<file path="config.mk">
export PLATFORM = sky130hd
export DESIGN_NAME = sfcl_sqrt_pipe
export DESIGN_NICKNAME = d
export VERILOG_FILES = /design/src/sfcl_pkg.sv /design/src/sfcl_sqrt_pipe.sv
export VERILOG_INCLUDE_DIRS = /design/src /design/src/src
export SDC_FILE = /design/constraint.sdc
export NUM_CORES = 2
export LEC_CHECK = 0
export BUFFER_PORTS_ARGS = -buffer_cell sky130_fd_sc_hd__buf_2
export CORE_MARGIN = 3
export CORE_UTILIZATION = 30
export DETAILED_ROUTE_END_ITERATION = 8
export HOLD_SLACK_MARGIN = 0.08
export PLACE_DENSITY = 0.45
export SETUP_SLACK_MARGIN = 0.5
export SYNTH_ARGS = -nofsm -noshare
export SYNTH_HDL_FRONTEND = slang
export SYNTH_SLANG_ARGS = --single-unit
</file>
<file path="constraint.sdc">
create_clock -name aclk -period 4.95 [get_ports aclk]
set_input_delay 0.7425 -clock aclk [delete_from_list [all_inputs] [get_ports aclk]]
set_output_delay 0.7425 -clock aclk [all_outputs]
set_load 0.005 [all_outputs]
</file>
<file path="src/assert_macros.svh">
// Assertion macros shared by the RTL files of the culling core.
`ifndef ASSERT_MACROS_SVH
`define ASSERT_MACROS_SVH

// Checked only while the block is out of reset.
`define SFC_ASSERT(label, clk, rstn, prop, msg) \
    label: assert property (@(posedge clk) disable iff (!rstn) (prop)) else $error(msg);

// Checked at every edge, reset included.
`define SFC_ASSERT_ALWAYS(label, clk, prop, msg) \
    label: assert property (@(posedge clk) (prop)) else $error(msg);

`endif

</file>
<file path="src/sfcl_pkg.sv">
// Shared types, constants and field helpers of the culling core.
package sfcl_pkg;

    localparam int NUM_PLANES   = 6;
    localparam int POS_W        = 20;
    localparam int RAD_W        = 16;
    localparam int NRM_W        = 14;
    localparam int OFF_W        = 22;
    localparam int DIFF_W       = POS_W + 1;
    localparam int SQR_W        = 2 * POS_W;
    localparam int SUM_W        = SQR_W + 2;
    localparam int DIST_W       = 21;
    localparam int PROD_W       = NRM_W + POS_W;
    localparam int DOT_W        = PROD_W + 4;
    localparam int CFG_IDX_W    = 3;
    localparam int CFG_DATA_W   = 64;
    localparam int CAM_W        = 3 * POS_W;
    localparam int IN_TDATA_W   = 96;
    localparam int OUT_TDATA_W  = 24;

    // Register indexes.
    localparam logic [CFG_IDX_W-1:0] REG_LEFT   = 3'd0;
    localparam logic [CFG_IDX_W-1:0] REG_RIGHT  = 3'd1;
    localparam logic [CFG_IDX_W-1:0] REG_TOP    = 3'd2;
    localparam logic [CFG_IDX_W-1:0] REG_BOTTOM = 3'd3;
    localparam logic [CFG_IDX_W-1:0] REG_NEAR   = 3'd4;
    localparam logic [CFG_IDX_W-1:0] REG_FAR    = 3'd5;
    localparam logic [CFG_IDX_W-1:0] REG_CAMERA = 3'd6;
    localparam logic [CFG_IDX_W-1:0] REG_HTOP   = 3'd7;

    localparam int PLANE_TOP    = 2;
    localparam int PLANE_BOTTOM = 3;

    // Level of detail codes.
    localparam logic [1:0] LOD_NEAR = 2'd0;
    localparam logic [1:0] LOD_MID  = 2'd1;
    localparam logic [1:0] LOD_FAR  = 2'd2;

    // Squared thresholds in Q.4: 100, 500 and 1000 units.
    localparam logic [SUM_W-1:0] NEAR_SQ = SUM_W'(64'd2560000);
    localparam logic [SUM_W-1:0] LOD0_SQ = SUM_W'(64'd64000000);
    localparam logic [SUM_W-1:0] LOD1_SQ = SUM_W'(64'd256000000);

    typedef struct packed {
        logic       active;
        logic [1:0] lod;
    } side_t;

    function automatic logic signed [NRM_W-1:0] plane_normal(
        input logic [CFG_DATA_W-1:0] pl, input int axis);
        return $signed(pl[axis*NRM_W +: NRM_W]);
    endfunction

    function automatic logic signed [OFF_W-1:0] plane_offset(
        input logic [CFG_DATA_W-1:0] pl);
        return $signed(pl[CFG_DATA_W-1 -: OFF_W]);
    endfunction

endpackage

</file>
<file path="src/sfcl_sqrt_pipe.sv">
// Pipelined integer square root, one result bit per stage, with sideband.
`include "assert_macros.svh"

module sfcl_sqrt_pipe #(
    parameter int IN_W   = sfcl_pkg::SUM_W,
    parameter int SIDE_W = $bits(sfcl_pkg::side_t)
) (
    input  logic                    aclk,
    input  logic                    aresetn,
    input  logic                    en,
    input  logic                    in_valid,
    input  logic [SIDE_W-1:0]       in_side,
    input  logic [IN_W-1:0]         in_x,
    output logic                    out_valid,
    output logic [SIDE_W-1:0]       out_side,
    output logic [(IN_W+1)/2-1:0]   out_root
);

    localparam int N   = (IN_W + 1) / 2;
    localparam int R_W = IN_W + 1;

    logic [IN_W-1:0]   x_reg    [N];
    logic [R_W-1:0]    res_reg  [N];
    logic [SIDE_W-1:0] side_reg [N];
    logic [N-1:0]      v_reg;
    logic [IN_W-1:0]   x_next   [N];
    logic [R_W-1:0]    res_next [N];

    // Each stage tries the next lower root bit against the remaining radicand.
    always_comb begin
        logic [IN_W-1:0] x_in;
        logic [R_W-1:0]  res_in;
        logic [R_W-1:0]  bit_val;
        logic [R_W-1:0]  trial;
        for (int s = 0; s < N; s++) begin
            if (s == 0) begin
                x_in   = in_x;
                res_in = '0;
            end else begin
                x_in   = x_reg[s-1];
                res_in = res_reg[s-1];
            end
            bit_val = R_W'(1) << (2 * (N - 1 - s));
            trial   = res_in + bit_val;
            if ({1'b0, x_in} >= trial) begin
                x_next[s]   = x_in - trial[IN_W-1:0];
                res_next[s] = (res_in >> 1) + bit_val;
            end else begin
                x_next[s]   = x_in;
                res_next[s] = res_in >> 1;
            end
        end
    end

    always_ff @(posedge aclk) begin
        if (!aresetn) begin
            v_reg <= '0;
        end else if (en) begin
            v_reg <= {v_reg[N-2:0], in_valid};
        end
        if (en) begin
            side_reg[0] <= in_side;
            for (int s = 0; s < N; s++) begin
                x_reg[s]   <= x_next[s];
                res_reg[s] <= res_next[s];
            end
            for (int s = 1; s < N; s++) begin
                side_reg[s] <= side_reg[s-1];
            end
        end
    end

    assign out_valid = v_reg[N-1];
    assign out_side  = side_reg[N-1];
    assign out_root  = res_reg[N-1][N-1:0];

    // The final remainder never reaches twice the root plus one.
    `SFC_ASSERT(a_rem_bound, aclk, aresetn,
        out_valid |-> ({1'b0, x_reg[N-1]} <= (res_reg[N-1] << 1)), "sqrt remainder too large")
    `SFC_ASSERT(a_root_range, aclk, aresetn,
        out_valid |-> (res_reg[N-1] >> N) == '0, "sqrt root overflow")

endmodule

</file>
==> summary.md <==
| Metric | Value |
|---|---|
| Outcome | `finished, final reports clean` |
| Vias in the first global route | `32600` |
| Fillers | `17200` |
| Synthesized area | `0.0534 mm2` |
| Initial antenna violation count | `0` |
| FMAX | `257 MHz` |
| Adder-Cell Fraction of Synth Area | `5.81%` |
| Die height | `428 um` |
| Synth Area in XOR/XNOR | `under 10%` |
| R2R setup slack | `~1100 ps` |
| Total Routing Usage GR | `between 10% and 20%` |
| Count of buffers from port buffering | `73` |
| CP Capture Type | `flip-flop` |
| Worst slack, placed | `between 400 and 500 ps` |
| Sw Share | `26.8%` |
| Reg clk slew, reported paths | `roughly 60 ps` |
| Initial Util | `30.3%` |
| Fin area | `0.0615 mm2` |
| Synth top area cells | `edfxtp_1 64%, ha_1 5.8%, xor2_1 3.1%` |
| CP Cell Sequence | `inv_1, ha_1, o21ai_0, a21oi_1, o311ai_0, a21oi_1, a41oi_1, nor4b_1, a311oi_1, xor2_1` |
| Slew HR | `26.0%` |
| CTS Buf Count | `136` |
| Total Wirelength | `118000 um` |
| Slowest cell delay on critical path | `between 900 and 1000 ps` |
| Most frequent cells in the layout | `1134 x edfxtp_1, 302 x inv_1, 275 x nand2_1, 248 x ha_1, 242 x nor2_1` |
| Die width | `428 um` |
| Number of flip-flops in the largest register | `840` |
| Hold Path End | `x_reg[0][6]` |
| Clock sinks | `1155` |
| Share of layout cells above drive strength 1 | `8.48%` |
| Largest family of logic cells by synthesized area | `simple AND/OR/NAND/NOR gates` |
| Mux contribution to synthesized area | `under 10%` |
| Setup repair bufs after CTS | `0` |
| Post-route ant nets | `0` |
| Hold Vio Cnt, Final | `0` |
| RSZ-0062 raised after global routing | `no` |
| Die area | `0.183 mm2` |
| CORE AREA | `roughly 0.18 mm2` |
| Crit share post-route | `78.5%` |
| CTS tree | `built` |
| Initial DRC Count | `1676` |
| Largest net degree at the start of global routing | `between 150 and 200` |
| Routed vias/inst | `4.68` |
| H-tree levels | `4` |
| Synth top area share | `63.7%` |
| Power Density | `441 mW/mm2` |
| Pins Over Slew Limit | `0` |
| Cell Area, Placed | `approximately 0.057 mm2` |
| Register area | `0.0345 mm2` |
| Setup_tns | `0 ps` |
| CP max-delay cell | `nor4b_1` |
| Setup-failing EPs final | `0` |
| Clock Path Buffers | `3` |
| PnR Total Power | `27.1 mW` |
| Crit path max fanout | `5` |
| DR vias | `31500` |
| Hold path startpoint | `in_x[6]` |
| CP startpoint kind | `flip-flop` |
| Grt ovf | `0` |
| Final WS setup | `1060 ps` |
| Multi-input gate area | `0.0175 mm2` |
| Post-synth EDFFs | `~1100` |
| Final RePlAce weighted congestion | `0.875` |
| Worst reg2reg startpoint | `res_reg[2][92]` |
| CTS Root Cell | `clkbuf_16` |
| RR Endpoint | `x_reg[4][162]` |
| Post-synthesis cell count | `roughly 4100` |
| Pleak | `22.6 nW` |
| Area grow syn2layout | `15.1%` |
| Simple-Gate Fraction of Synth Area | `a little under an eighth` |
| IO Pins | `between 70 and 80` |
| Comb power frac | `15.5%` |
| Worst Path Arrival | `between 4000 and 5000 ps` |
| Critical path required time | `5420 ps` |
| Fin crit period | `between 3000 and 4000 ps` |
| DRC Markers | `0` |
| Syn_area_per_cell | `13.0 um2` |
| Synth Area in Compound Gates | `8.03%` |
| Worst slew pin tran | `between 1000 and 1500 ps` |
| Max Cap Viol | `0` |
| Seq/Total Area, Yosys | `64.5%` |
| Pre-antenna DRT Iters | `5` |
| Distinct cell type count of the synthesized netlist | `89` |
| Flop pwr share | `48.2%` |
| Net switching power | `roughly 7.3 mW` |
| Warnings, synthesis | `0` |
| Clock power frac | `a little over a third` |
| R2R depth | `10` |
| Path category of the worst min-delay check | `in -> reg` |
| Worst-Skew Late Latency | `750 ps` |
| First-pass GRT wire length | `186000 um` |
| Num rows | `154` |
| Worst vdd ir | `around 0.00033 V` |
| Post-Route Skew | `23.1 ps` |
| Final HPWL DP | `around 86000 um` |
| Most common cell after layout, fill and taps aside | `edfxtp_1` |
| Cell mode on critical path | `a21oi_1` |
| Ys async rst share | `0%` |
| Hold depth | `1` |
| Fin nets | `4591` |
| Synth Register Bits | `between 1000 and 1500` |
| Main synth FF type | `edfxtp_1` |
| Synth area leader | `edfxtp_1` |
| Synthesized Nets | `4393` |
| Int Pwr | `19.9 mW` |
| Drt wl/cell | `17.5 um` |
| Critical path class | `reg -> reg` |
[critical path, delay by kind of cell (launching register included)]
kind	cells	cell delay, ps
adder cells (fa/ha/maj)	1	380
AO/OA/AOI/OAI	6	1620
buffers and inverters	1	60
AND/OR/NAND/NOR	1	970
XOR/XNOR	1	190
flip-flops	1	380
[synthesized netlist by cell type (16+ instances only)]
cell type	n
a211oi_1	17
a21o_1	63
a21oi_1	201
a31oi_1	23
and2_1	18
and3_1	16
clkbuf_1	56
dfxtp_1	21
edfxtp_1	1134
ha_1	248
inv_1	302
mux2_2	40
mux2i_1	30
nand2_1	275
nand2b_1	47
nand3_1	52
nand4_1	47
nor2_1	242
nor2b_1	54
nor3_1	128
nor4_1	127
nor4b_1	17
o211ai_1	16
o21a_1	45
o21ai_0	217
o31ai_1	16
or2_2	16
or3_1	36
or4_1	37
xnor2_1	164
xor2_1	188
[cells by family after synthesis]
logic type | Yosys count
mux | 71
xor+xnor | 353
flops | 1155
buf+inv | 382
simple gates | 1187
fa+ha+maj | 248
compound gates | 700
[through the flow]
stage	instances	util, %	hold slack (ps)
global route	6739	34.8	101
floorplan	4096	-	400
detailed placement	6470	32.2	405
finish	6740	34.8	168
global placement	6470	32.2	401
CTS	6739	34.8	81.1
[what timing repair did]
| action | CTS | global route |
|---|---|---|
| setup endpoints to repair | 2 | 0 |
| hold buffers | 26 | 0 |
| resized for setup | 1 | 0 |
| hold endpoints to repair | 26 | 0 |
[routing by layer]
layer,part of all wire [%],up-vias,global-route usage (%)
met1,41,15100,14.3
met2,53,442,24.0
met4,3.5,0,5.28
li1,-,15700,-
met3,3.0,218,2.19
met5,0,-,0
[area by class of cell]
cell class                 instances  area share (%)
clock buffer                     173            5.83
multi-input combinational       2559            28.5
inverter                         304            1.86
clock inverter                    70            1.35
timing repair buffer             138            1.67
tap                             2340            4.76
antenna                            1         0.00407
sequential                      1155            56.1
[how the worst max path moves through the flow]
stage          slack, ps       endpoint  depth (start not counted)            from
2_1_floorplan       1770  x_reg[4][118]                         10    x_reg[4][51]
3_3_place_gp         470  x_reg[3][122]                          8    x_reg[3][73]
3_5_place_dp         490  x_reg[3][124]                          8    x_reg[3][73]
4_1_cts             1000  x_reg[3][122]                          8    x_reg[3][73]
5_1_grt              810  x_reg[3][122]                          9    x_reg[3][56]
6_report            1060  x_reg[4][162]                         10  res_reg[2][92]
[power groups by stage]
stage	registers (mW)	logic [mW]	clock network (mW)
6_report	13.1	4.20	9.86
5_1_grt	13.2	4.75	10.7
4_1_cts	13.1	4.23	10.3
3_5_place_dp	13.3	4.19	0
3_3_place_gp	13.3	4.19	0
2_1_floorplan	12.9	3.12	0
(Power assumes the default switching activity.)
